--- config.mk ---
export PLATFORM = sky130hd
export DESIGN_NAME = channel_ema_deadband_reporter_top_flat
export DESIGN_NICKNAME = d
export VERILOG_FILES = /design/src/sv/cedr_pkg.sv /design/src/sv/cedr_req_if.sv /design/src/sv/cedr_rsp_if.sv /design/src/sv/channel_ema_deadband_reporter_top.sv /design/src/flat_wrapper.sv
export SDC_FILE = /design/constraint.sdc
export NUM_CORES = 2
export LEC_CHECK = 0
export BUFFER_PORTS_ARGS = -buffer_cell sky130_fd_sc_hd__buf_2
export CORE_ASPECT_RATIO = 1.25
export CORE_MARGIN = 1.5
export CORE_UTILIZATION = 45
export CTS_CLUSTER_DIAMETER = 40
export CTS_CLUSTER_SIZE = 8
export DETAILED_ROUTE_END_ITERATION = 8
export PLACE_DENSITY = 0.63
export SYNTH_ARGS = -nofsm -noshare
export SYNTH_HDL_FRONTEND = slang
export SYNTH_SLANG_ARGS = --single-unit
--- constraint.sdc ---
create_clock -name clock -period 23.8 [get_ports clock]
set_clock_uncertainty 0.05 [all_clocks]
set_input_delay 4.76 -clock clock [delete_from_list [all_inputs] [get_ports clock]]
set_output_delay 4.76 -clock clock [all_outputs]
set_load 0.1 [all_outputs]
--- src/sv/cedr_pkg.sv ---
package cedr_pkg;

   localparam int unsigned CHANNEL_W   = 7;
   localparam int unsigned SAMPLE_W    = 10;
   localparam int unsigned DEADBAND_W  = 10;
   localparam int unsigned MUX_COUNT_W = 4;
   localparam int unsigned CSR_DATA_W  = 10;

   localparam int unsigned DEF_PINS_PER_MUX = 16;
   localparam int unsigned DEF_MAX_MUX      = 8;
   localparam int unsigned DEF_SAMPLE_BITS  = 10;

   localparam logic [DEADBAND_W-1:0]  DEADBAND_RESET  = DEADBAND_W'(4);
   localparam logic [MUX_COUNT_W-1:0] MUX_COUNT_RESET = MUX_COUNT_W'(1);

   typedef enum logic [0:0] {
      CSR_DEADBAND  = 1'b0,
      CSR_MUX_COUNT = 1'b1
   } csr_index_type;

endpackage

--- src/sv/cedr_req_if.sv ---
interface cedr_req_if;
   import cedr_pkg::*;

   logic                valid;
   logic                ready;
   logic [CHANNEL_W-1:0] channel;
   logic [SAMPLE_W-1:0]  sample;

   modport source (output valid, output channel, output sample, input ready);
   modport sink   (input valid, input channel, input sample, output ready);
endinterface

--- src/sv/cedr_rsp_if.sv ---
interface cedr_rsp_if;
   import cedr_pkg::*;

   logic                 valid;
   logic                 ready;
   logic [CHANNEL_W-1:0] report_channel;
   logic [SAMPLE_W-1:0]  report_value;

   modport source (output valid, output report_channel, output report_value, input ready);
   modport sink   (input valid, input report_channel, input report_value, output ready);
endinterface

--- src/sv/channel_ema_deadband_reporter_top.sv ---
// Per-channel moving-average filter with a report deadband.
// Each word on req_bus carries a channel number and a converter sample. The
// channel's filtered value becomes floor((filtered + 4 * sample) / 5), and when
// it has moved more than the deadband away from the value last reported for
// that channel, a word with the channel and the new value leaves on rsp_bus.
// Channels at or above PINS_PER_MUX times the mux count (capped at MAX_MUX) are taken and dropped.
// The csr port sets the deadband (index 0) and the mux count (index 1); write
// it only while no word is in flight.
// One word is taken every cycle unless a stalled report holds the update stage.
// A report reaches rsp_bus after the synchronous read of the channel store,
// then the update and write-back into the output register.
// Back-to-back words on the same channel are served by forwarding the value
// being written. When the receiver stalls with a report pending, the update
// stage holds a reporting word and req_bus.ready drops until the report is taken.
// Reset is synchronous; it clears one valid bit per store entry, so every
// channel reads as zero again at once, with no clearing pass.
module channel_ema_deadband_reporter_top #(
   parameter int unsigned PINS_PER_MUX = cedr_pkg::DEF_PINS_PER_MUX,
   parameter int unsigned MAX_MUX      = cedr_pkg::DEF_MAX_MUX,
   parameter int unsigned SAMPLE_BITS  = cedr_pkg::DEF_SAMPLE_BITS
) (
   input  logic                                   clock,
   input  logic                                   reset,
   cedr_req_if.sink                               req_bus,
   cedr_rsp_if.source                             rsp_bus,
   input  logic                                   csr_write_en,
   input  cedr_pkg::csr_index_type                csr_index,
   input  logic [cedr_pkg::CSR_DATA_W-1:0]        csr_data
);
   import cedr_pkg::*;

   localparam int unsigned STORE_DEPTH = PINS_PER_MUX * MAX_MUX;
   localparam int unsigned ADDR_W      = $clog2(STORE_DEPTH);
   localparam int unsigned LIMIT_W     = $clog2(STORE_DEPTH + 1);
   localparam int unsigned MUX_CMP_W   = MUX_COUNT_W + 2;
   localparam int unsigned SUM_W       = SAMPLE_BITS + 3;
   localparam int unsigned SHIFT       = SUM_W + 2;
   localparam int unsigned PROD_W      = SUM_W + SHIFT;
   localparam longint unsigned RECIP5  = ((longint'(1) << SHIFT) + 4) / 5;
   localparam int unsigned CMP_W       = (SAMPLE_BITS > DEADBAND_W) ? SAMPLE_BITS : DEADBAND_W;
   localparam int unsigned ENTRY_W     = 2 * SAMPLE_BITS;

   logic [DEADBAND_W-1:0]  deadband_ff, deadband_in;
   logic [MUX_COUNT_W-1:0] mux_count_ff, mux_count_in;

   logic [ENTRY_W-1:0]     mem [STORE_DEPTH];
   logic [STORE_DEPTH-1:0] valid_ff;
   logic [ENTRY_W-1:0]     rd_data_ff;
   logic                   rd_valid_ff;
   logic                   fwd_hit_ff;
   logic [ENTRY_W-1:0]     fwd_data_ff;

   logic                   s1_valid_ff, s1_valid_in;
   logic [CHANNEL_W-1:0]   s1_channel_ff;
   logic [SAMPLE_BITS-1:0] s1_sample_ff;

   logic                   rsp_valid_ff, rsp_valid_in;
   logic [CHANNEL_W-1:0]   rsp_channel_ff;
   logic [SAMPLE_W-1:0]    rsp_value_ff;

   logic [MUX_COUNT_W-1:0] muxes;
   logic [LIMIT_W-1:0]     limit;
   logic                   in_use;
   logic                   accept;
   logic [ADDR_W-1:0]      req_addr;
   logic [ADDR_W-1:0]      s1_addr;
   logic [ENTRY_W-1:0]     old_entry;
   logic [SAMPLE_BITS-1:0] filt_old;
   logic [SAMPLE_BITS-1:0] sent_old;
   logic [SUM_W-1:0]       sum;
   logic [PROD_W-1:0]      prod;
   logic [SAMPLE_BITS-1:0] filt_new;
   logic [SAMPLE_BITS-1:0] diff;
   logic                   report;
   logic [SAMPLE_BITS-1:0] sent_new;
   logic [ENTRY_W-1:0]     wr_data;
   logic                   s1_go;
   logic                   s1_wr;

   // Configuration registers.
   always_comb begin
      deadband_in  = deadband_ff;
      mux_count_in = mux_count_ff;
      if (csr_write_en) begin
         unique case (csr_index)
            CSR_DEADBAND:  deadband_in  = DEADBAND_W'(csr_data);
            CSR_MUX_COUNT: mux_count_in = MUX_COUNT_W'(csr_data);
            default:       deadband_in  = deadband_ff;
         endcase
      end
   end

   always_ff @(posedge clock) begin
      if (reset) begin
         deadband_ff  <= DEADBAND_RESET;
         mux_count_ff <= MUX_COUNT_RESET;
      end else begin
         deadband_ff  <= deadband_in;
         mux_count_ff <= mux_count_in;
      end
   end

   // Request stage: range check and store read.
   always_comb begin
      if (MUX_CMP_W'(mux_count_ff) > MUX_CMP_W'(MAX_MUX)) begin
         muxes = MUX_COUNT_W'(MAX_MUX);
      end else begin
         muxes = mux_count_ff;
      end
   end

   assign limit    = LIMIT_W'(PINS_PER_MUX * muxes);
   assign in_use   = (LIMIT_W + CHANNEL_W)'(req_bus.channel) < (LIMIT_W + CHANNEL_W)'(limit);
   assign req_addr = ADDR_W'(req_bus.channel);
   assign accept   = req_bus.valid && req_bus.ready;

   // Update stage.
   assign s1_addr   = ADDR_W'(s1_channel_ff);
   assign old_entry = fwd_hit_ff ? fwd_data_ff : (rd_valid_ff ? rd_data_ff : '0);
   assign filt_old  = old_entry[ENTRY_W-1:SAMPLE_BITS];
   assign sent_old  = old_entry[SAMPLE_BITS-1:0];
   assign sum       = SUM_W'(filt_old) + (SUM_W'(s1_sample_ff) << 2);
   assign prod      = PROD_W'(sum) * PROD_W'(RECIP5);
   assign filt_new  = SAMPLE_BITS'(prod >> SHIFT);
   assign diff      = (filt_new >= sent_old) ? (filt_new - sent_old) : (sent_old - filt_new);
   assign report    = CMP_W'(diff) > CMP_W'(deadband_ff);
   assign sent_new  = report ? filt_new : sent_old;
   assign wr_data   = {filt_new, sent_new};

   assign s1_go         = !(report && rsp_valid_ff && !rsp_bus.ready);
   assign s1_wr         = s1_valid_ff && s1_go;
   assign req_bus.ready = !s1_valid_ff || s1_go;

   always_comb begin
      s1_valid_in = s1_valid_ff;
      if (req_bus.ready) begin
         s1_valid_in = accept && in_use;
      end
   end

   always_comb begin
      rsp_valid_in = rsp_valid_ff;
      if (s1_wr && report) begin
         rsp_valid_in = 1'b1;
      end else if (rsp_bus.ready) begin
         rsp_valid_in = 1'b0;
      end
   end

   always_ff @(posedge clock) begin
      if (s1_wr) begin
         mem[s1_addr] <= wr_data;
      end
      if (accept) begin
         rd_data_ff <= mem[req_addr];
      end
   end

   always_ff @(posedge clock) begin
      if (reset) begin
         valid_ff     <= '0;
         rd_valid_ff  <= 1'b0;
         fwd_hit_ff   <= 1'b0;
         s1_valid_ff  <= 1'b0;
         rsp_valid_ff <= 1'b0;
      end else begin
         if (s1_wr) begin
            valid_ff[s1_addr] <= 1'b1;
         end
         if (accept) begin
            rd_valid_ff <= valid_ff[req_addr];
            fwd_hit_ff  <= s1_wr && (s1_addr == req_addr);
         end
         s1_valid_ff  <= s1_valid_in;
         rsp_valid_ff <= rsp_valid_in;
      end
   end

   always_ff @(posedge clock) begin
      if (accept) begin
         s1_channel_ff <= req_bus.channel;
         s1_sample_ff  <= SAMPLE_BITS'(req_bus.sample);
         fwd_data_ff   <= wr_data;
      end
      if (s1_wr && report) begin
         rsp_channel_ff <= s1_channel_ff;
         rsp_value_ff   <= SAMPLE_W'(filt_new);
      end
   end

   assign rsp_bus.valid          = rsp_valid_ff;
   assign rsp_bus.report_channel = rsp_channel_ff;
   assign rsp_bus.report_value   = rsp_value_ff;

   a_report_loads_output: assert property (@(posedge clock) disable iff (reset)
      s1_wr && report |=> rsp_valid_ff)
      else $error("A report from the update stage did not reach the output register.");

   a_unused_channel_dropped: assert property (@(posedge clock) disable iff (reset)
      accept && !in_use |=> !s1_valid_ff)
      else $error("A word for a channel not in use entered the update stage.");

   a_forward_needs_write: assert property (@(posedge clock) disable iff (reset)
      $rose(fwd_hit_ff) |-> $past(s1_wr))
      else $error("Forwarding was flagged without a store write in the same cycle.");

   a_write_sets_valid: assert property (@(posedge clock) disable iff (reset)
      s1_wr |=> valid_ff[$past(s1_addr)])
      else $error("A store write did not mark its entry valid.");

   a_stall_holds_stage: assert property (@(posedge clock) disable iff (reset)
      s1_valid_ff && !s1_go |=> s1_valid_ff && $stable(s1_channel_ff))
      else $error("The update stage dropped its word while the output was stalled.");

endmodule

--- src/flat_wrapper.sv ---
// flat-port wrapper written by rule: the top's interface ports become plain ports
module channel_ema_deadband_reporter_top_flat import cedr_pkg::*;
#(
   parameter int unsigned PINS_PER_MUX = cedr_pkg::DEF_PINS_PER_MUX,
   parameter int unsigned MAX_MUX      = cedr_pkg::DEF_MAX_MUX,
   parameter int unsigned SAMPLE_BITS  = cedr_pkg::DEF_SAMPLE_BITS
)
  (clock, reset, csr_write_en, csr_index, csr_data, req_bus_valid, req_bus_channel, req_bus_sample, req_bus_ready, rsp_bus_valid, rsp_bus_report_channel, rsp_bus_report_value, rsp_bus_ready);
  cedr_req_if req_bus_i ();
  cedr_rsp_if rsp_bus_i ();
  input  logic clock;
  input  logic reset;
  input  logic csr_write_en;
  input  cedr_pkg::csr_index_type csr_index;
  input  logic [cedr_pkg::CSR_DATA_W-1:0] csr_data;
  input wire logic [$bits(req_bus_i.valid)-1:0] req_bus_valid;
  input wire logic [$bits(req_bus_i.channel)-1:0] req_bus_channel;
  input wire logic [$bits(req_bus_i.sample)-1:0] req_bus_sample;
  output wire logic [$bits(req_bus_i.ready)-1:0] req_bus_ready;
  output wire logic [$bits(rsp_bus_i.valid)-1:0] rsp_bus_valid;
  output wire logic [$bits(rsp_bus_i.report_channel)-1:0] rsp_bus_report_channel;
  output wire logic [$bits(rsp_bus_i.report_value)-1:0] rsp_bus_report_value;
  input wire logic [$bits(rsp_bus_i.ready)-1:0] rsp_bus_ready;
  assign req_bus_i.valid = req_bus_valid;
  assign req_bus_i.channel = req_bus_channel;
  assign req_bus_i.sample = req_bus_sample;
  assign req_bus_ready = req_bus_i.ready;
  assign rsp_bus_valid = rsp_bus_i.valid;
  assign rsp_bus_report_channel = rsp_bus_i.report_channel;
  assign rsp_bus_report_value = rsp_bus_i.report_value;
  assign rsp_bus_i.ready = rsp_bus_ready;
  channel_ema_deadband_reporter_top #(.PINS_PER_MUX(PINS_PER_MUX), .MAX_MUX(MAX_MUX), .SAMPLE_BITS(SAMPLE_BITS)) u_core (.clock(clock), .reset(reset), .req_bus(req_bus_i), .rsp_bus(rsp_bus_i), .csr_write_en(csr_write_en), .csr_index(csr_index), .csr_data(csr_data));
endmodule
# [Yosys cells after proc, flatten, opt, wreduce, memory -nomap -nowiden]
# Memories as Yosys holds them, arrays and structs flattened. A register that Yosys moved wholly into a read port is not among the register bits.
# Index checks and enable logic that the tools add are counted.
[word_totals] reg_bits=200 mem_bits_rw=2560 latch_bits=0 romBits=0 mem_count=1
[mem_list] name="u_core.mem" words=128 word_bits=20 rd=1 rd_clocked_by_memory_dff=1 write_ports=1 line_no="channel_ema_deadband_reporter_top.sv:46" source="logic [ENTRY_W-1:0] mem [STORE_DEPTH];"
[classes] shift=0 n_addsub=3 muxes=13 n_mul=1 n_bitwise=2 n_div=0 n_lt_le_gt_ge=7 n_eq_ne=1 reduce_logical=15
[op_table] cell="128-bit OR" count=1
[op_table] cell="20-bit two-way mux" count=2
[op_table] cell="13-bit by 12-bit multiplier with 24-bit output (second input constant)" count=1
[op_table] cell="10-bit two-way mux" count=2
[op_table] cell="10-bit subtractor" count=2
[op_table] cell="7-bit by 8-bit < comparator with 1-bit output (second input constant)" count=2
[op_table] cell="10-bit by 12-bit adder with 13-bit output" count=1
[op_table] cell="10-bit >= comparator" count=1
[op_table] cell="10-bit greater-than comparator" count=1
[op_table] cell="1-bit logical AND" count=8
[op_table] cell="7-bit by 8-bit < comparator with 1-bit output" count=1
[op_table] cell="1-bit binary-select mux with 7-bit select" count=1
[op_table] cell="1-bit demux with 7-bit select" count=1
[op_table] cell="7-bit == test" count=1
[op_table] cell="7-bit by 1-bit >= comparator with 1-bit output (second input constant)" count=1
[op_table] cell="1-bit two-way mux" count=6
[op_table] cell="4-bit greater-than comparator (second input constant)" count=1
[op_table] cell="4-bit two-way mux" count=1
[op_table] cell="2-bit AND reduction" count=2
[op_table] cell="1-bit zero test" count=3
[op_table] cell="2-bit nonzero test" count=1
[op_table] cell="1-bit logical OR" count=1
[op_table] cell="1-bit inverter" count=1

# [Logic depth before layout (Yosys ltp)]
[logic_depth] depth_word=13 depth_mapped=48 mapped_depth_nobuf=44

# [Worst setup path after synthesis]
# No wires, ideal clock.
[synth_timing] path_type="reg2reg" from="register u_core.rd_valid_ff" to="register u_core.fwd_data_ff[8] (data pin)" period_less_slack_ns=19.173 required_ns=22.545 setup_ns=1.205 path_stages_with_launch=42 path_buffers=2 path_slack_ns=4.627 arrival_time_ns=17.919 cell_sequence="dfxtp_1 nor2b_1 clkbuf_1 a22o_1 ha_1 a21o_1 a21o_1 a211oi_1 o21bai_1 a21oi_1 xnor2_1 ha_1 inv_1 fa_1 inv_1 fa_1 inv_1 fa_1 [... 6 more ...] o31ai_1 a31o_2 xnor2_1 ha_1 a2111oi_2 o211a_1 a221o_2 mux2i_1 a311o_1 a31oi_1 xnor2_1 ha_1 and4_1 nand2_1 o22ai_1 o31ai_4 clkbuf_1 o21ai_0"
[synth_between] elab_chain_cells=8 word_cells_on_any_way=10 classes_between="add/sub: 3; mul: 1; order compare: 2; mux: 4"
[synth_lines] item="start: declaration" line_no="channel_ema_deadband_reporter_top.sv:49" source="logic rd_valid_ff;"
[synth_lines] item="start signal: assignment" line_no="channel_ema_deadband_reporter_top.sv:171" source="rd_valid_ff <= valid_ff[req_addr];"
[synth_lines] item="20-bit two-way mux (*) (2 in a row)" line_no="channel_ema_deadband_reporter_top.sv:119" source="assign old_entry = fwd_hit_ff ? fwd_data_ff : (rd_valid_ff ? rd_data_ff : '0);"
[synth_lines] item="10-bit by 12-bit adder with 13-bit output (*)" line_no="channel_ema_deadband_reporter_top.sv:122" source="assign sum = SUM_W'(filt_old) + (SUM_W'(s1_sample_ff) << 2);"
[synth_lines] item="13-bit by 12-bit multiplier with 24-bit output (*)" line_no="channel_ema_deadband_reporter_top.sv:123" source="assign prod = PROD_W'(sum) * PROD_W'(RECIP5);"
[synth_lines] item="via u_core.filt_new[9]" line_no="channel_ema_deadband_reporter_top.sv:72" source="logic [SAMPLE_BITS-1:0] filt_new;"
[synth_lines] item="10-bit subtractor or 10-bit >= comparator (tied branches)" line_no="channel_ema_deadband_reporter_top.sv:125" source="assign diff = (filt_new >= sent_old) ? (filt_new - sent_old) : (sent_old - filt_new);"
[synth_lines] item="10-bit two-way mux (*)" line_no="channel_ema_deadband_reporter_top.sv:125"
[synth_lines] item="10-bit greater-than comparator (*)" line_no="channel_ema_deadband_reporter_top.sv:126" source="assign report = CMP_W'(diff) > CMP_W'(deadband_ff);"
[synth_lines] item="10-bit two-way mux (*)" line_no="channel_ema_deadband_reporter_top.sv:127" source="assign sent_new = report ? filt_new : sent_old;"
[synth_lines] item="via u_core.sent_new[8]" line_no="channel_ema_deadband_reporter_top.sv:75" source="logic [SAMPLE_BITS-1:0] sent_new;"
[synth_lines] item="end signal: assignment" line_no="channel_ema_deadband_reporter_top.sv:183" source="fwd_data_ff <= wr_data;"
[synth_lines] item="end: declaration" line_no="channel_ema_deadband_reporter_top.sv:51" source="logic [ENTRY_W-1:0] fwd_data_ff;"
# The timed path passes the listed nets; every way through them passes the cells marked *.
# A chain may end at the register's enable or synchronous reset.

# [Worst setup path in the final report]
[layout_timing] from="register u_core.fwd_hit_ff" to="output req_bus_ready"
[layout_between] elab_chain_cells=10 word_cells_on_any_way=12 classes_between="add/sub: 3; mul: 1; order compare: 2; mux: 2; reduce/logical: 4"
[layout_lines] item="start: declaration" line_no="channel_ema_deadband_reporter_top.sv:50" source="logic fwd_hit_ff;"
[layout_lines] item="start signal: assignment" line_no="channel_ema_deadband_reporter_top.sv:172" source="fwd_hit_ff <= s1_wr && (s1_addr == req_addr);"
[layout_lines] item="20-bit two-way mux (*)" line_no="channel_ema_deadband_reporter_top.sv:119"
[layout_lines] item="10-bit by 12-bit adder with 13-bit output (*)" line_no="channel_ema_deadband_reporter_top.sv:122"
[layout_lines] item="13-bit by 12-bit multiplier with 24-bit output (*)" line_no="channel_ema_deadband_reporter_top.sv:123"
[layout_lines] item="via u_core.filt_new[8]" line_no="channel_ema_deadband_reporter_top.sv:72"
[layout_lines] item="10-bit subtractor or 10-bit >= comparator (tied branches)" line_no="channel_ema_deadband_reporter_top.sv:125"
[layout_lines] item="10-bit two-way mux (*)" line_no="channel_ema_deadband_reporter_top.sv:125"
[layout_lines] item="10-bit greater-than comparator (*)" line_no="channel_ema_deadband_reporter_top.sv:126"
[layout_lines] item="1-bit logical AND (*) (2 in a row)" line_no="channel_ema_deadband_reporter_top.sv:130" source="assign s1_go = !(report && rsp_valid_ff && !rsp_bus.ready);"
[layout_lines] item="1-bit zero test (*)" line_no="channel_ema_deadband_reporter_top.sv:130"
[layout_lines] item="1-bit logical OR (*)" line_no="channel_ema_deadband_reporter_top.sv:132" source="assign req_bus.ready = !s1_valid_ff || s1_go;"
[layout_lines] item="end: declaration" line_no="flat_wrapper.sv:19" source="output wire logic [$bits(req_bus_i.ready)-1:0] req_bus_ready;"
# Marks and branches as above.

==> results.md <==
* Synthesized cell area at 0.1104 sq mm
* Starting DRT DRC Count at 5,724
* Die W at 446.0 microns
* Prevailing post-synth register cell: edfxtp_1
* Unrepaired setup endpoints after global routing: false
* Reg-to-reg slack, setup at 8680 ps
* CP Class: flop to output pin
* Postcts setup bufs at 0
* Max_cap viols at 0
* Tcrit/Tclk final at 0.7638
* Final setup vio count at 0
* Clk buf depth at 4
* Ranking of synthesized cells by area: edfxtp_1 72%, mux4_2 17%, dfxtp_1 2.6%
* Largest net degree at the start of global routing at 109
* Yosys warnings at 0
* Clk_lat worst skew at 890 ps
* Critical-path top delay cell: a211oi_1
* H-tree depth at 5
* CP top delay family: compound AO/OA/AOI/OAI gates
* DP HPWL at 155,500 microns
* DRC at 0
* First-pass GRT wire length at 399,800 microns
* FFs w/ async S/R, synth at 0
* Tmin final at 18,180 ps
* Clock root cell: clkbuf_16
* Synth Register Bits at 2,780
* Most common cell after layout, fill and taps aside: edfxtp_1
* Gpl congestion at 0.8383
* CTS tree: done
* Clk pin slew, worst setup/hold paths at 50 ps
* 1st-pass router iterations at 5
* Count of input and output buffers at 51
* Commonest cells after routing, fill and taps aside: 2,634 x edfxtp_1, 832 x mux4_2, 410 x clkbuf_16
* Post-route ant nets at 0
* Max-slew violations at 0
* Post-synth EDFFs at 2,634
* F_max at 55.01 MHz
* Mapped Nets at 5,229
* Routed len/inst at 31.77 microns
* Avg Inst Size Synth at 21.96 sq um
* Vias in the first global route at 55.23k
* Share of the synthesized area in the top cell type at 0.7165
* Die area at 0.2483 sq mm
* Detailed Route WL at 279,800 microns
* Sequential-to-total area share from yosys stat at 0.7430
* Share of cells above drive strength 1 at 0.3024
* Resized Gates After CTS at 0
* Status: finished, final reports clean
* Placed Area at 0.1156 sq mm
* Hold Vio Cnt, Final at 0
* R2r startpoint: u_core.fwd_hit_ff$_SDFFE_PP0P_
* Yosys cell types at 66
* Crit path max fanout at 67
* Hold Startpoint: u_core.deadband_ff[3]$_SDFFE_PP0P_
* Post-route design area at 0.1268 sq mm
* Vias/cell at 6.000
* Slew @ Worst Pin at 1186 ps
* CP endpoint kind: output pin
* CORE AREA at 0.2443 sq mm
* CTS buffer count at 408
* Area delta synth->final at 14.89%
* Mapped Cells at 5,026
* I/O pin cnt at 52
* Hold Crit Class: flop to flop
* Nets@finish at 5,596
* CTS hold repair buffers at 0
* Slew headroom at 0.2078
* CP arrival at 13,370 ps
* Worst stage delay on the critical path at 700 ps
* Vias at 52.84k
* Total global-route track usage at 0.2258
* Clock sinks at 2,780
* Initial antenna violation count at 8
* Worst EP required at 18,990 ps
* Total grt overflow at 0
* Initial core utilization at 0.4518
* Hold EP: u_core.deadband_ff[3]$_SDFFE_PP0P_
* Worst Setup Start Kind: flop
* Worst r2r dst: u_core.mem[46][9]$_DFFE_PP_
* Placement Rows at 203
* WHS Path Cells at 2
* Setup tns final at 0 ps
* Area leader, netlist: edfxtp_1
* Die H at 556.7 microns
* Reg2Reg Depth at 46
* Worst Path Buf+Inv at 9
## tightest hold or removal path, cell delays in order, from the launching register on
cell and delay [ps]:
dfxtp_1 300, nand2_1 50, a21oi_1 50
## logic make-up after synthesis
kind of cell    synth area share
flops                     0.7430
mux                       0.1784
buf+inv                  0.01606
simple gates             0.01605
compound gates           0.02116
fa+ha+maj                0.02226
xor+xnor                0.003094
## area by class of cell
| class | instances | area, sq um |
|---|---|---|
| fill | 18913 | 117500 |
| sequential | 2780 | 82020 |
| multi-input combinational | 1847 | 27310 |
| clock buffer | 489 | 10590 |
| tap | 3280 | 4104 |
| timing repair buffer | 213 | 1570 |
| clock inverter | 51 | 670.6 |
| inverter | 143 | 559.3 |
| antenna | 3 | 7.507 |
## per-layer routing
layer | vias up | global-route usage | part of all wire
li1 | 21631 | - | -
met1 | 28644 | 0.2991 | 0.39
met5 | - | 0 | 0
met3 | 447 | 0.03546 | 0.066
met2 | 2113 | 0.3803 | 0.51
met4 | 0 | 0.07979 | 0.034
## worst max-delay path by stage
stage,startpoint,depth (start not counted),endpoint,slack [ps]
after floorplan,u_core.rd_valid_ff$_SDFFE_PP0P_,41,u_core.fwd_data_ff[8]$_DFFE_PP_,4630
after global placement,u_core.fwd_hit_ff$_SDFFE_PP0P_,44,req_bus_ready,6750
after detailed placement,u_core.fwd_hit_ff$_SDFFE_PP0P_,44,req_bus_ready,6620
after CTS,u_core.fwd_hit_ff$_SDFFE_PP0P_,44,req_bus_ready,5560
after global routing,u_core.fwd_hit_ff$_SDFFE_PP0P_,44,req_bus_ready,4740
final,u_core.fwd_hit_ff$_SDFFE_PP0P_,44,req_bus_ready,5620
## state kept, by name, summed over array words and instances, names as in the netlist
name,count
u_core.mux_count_ff,4
u_core.rsp_bus.report_value,10
u_core.rd_valid_ff,1
u_core.rd_data_ff,20
u_core.rsp_bus.report_channel,7
u_core.fwd_hit_ff,1
u_core.s1_sample_ff,10
u_core.valid_ff,128
u_core.rsp_bus.valid,1
u_core.deadband_ff,10
u_core.s1_valid_ff,1
u_core.s1_addr,7
u_core.mem,2560
u_core.fwd_data_ff,20
## Yosys cell counts (5+ instances only)
master    number
a211oi_1       6
a21o_1        10
a21oi_1      120
a221oi_1      22
a22o_1        31
a22oi_1       27
buf_1         39
buf_2         79
buf_4         23
buf_6         12
clkbuf_1     103
dfxtp_1      146
edfxtp_1    2634
fa_1          44
ha_1         126
inv_1        143
mux2i_1       94
mux4_2       832
nand2_1       56
nand2b_1      14
nand3_1       16
nand4_1        5
nor2_1       207
nor2_2        29
nor2b_1       17
nor3_1        11
o21a_1         7
o21ai_0       20
o21ba_1       48
xnor2_1       20
xor2_1        19
## metrics by stage
stage | worst slack (ps) | util | hold WS [ps] | std cells
after global placement | 6751 | 0.4730 | 391.7 | 8263
after floorplan | 4627 | - | 374.4 | 5026
after CTS | 5565 | 0.5190 | 410.9 | 8803
final | 5622 | 0.5191 | 408.8 | 8806
after global routing | 4744 | 0.5190 | 427.8 | 8804
after detailed placement | 6619 | 0.4730 | 399.5 | 8263
Power is left out: the tool's default activity adds up to more than one toggle a clock period on the data nets, which glitch-free logic cannot reach.
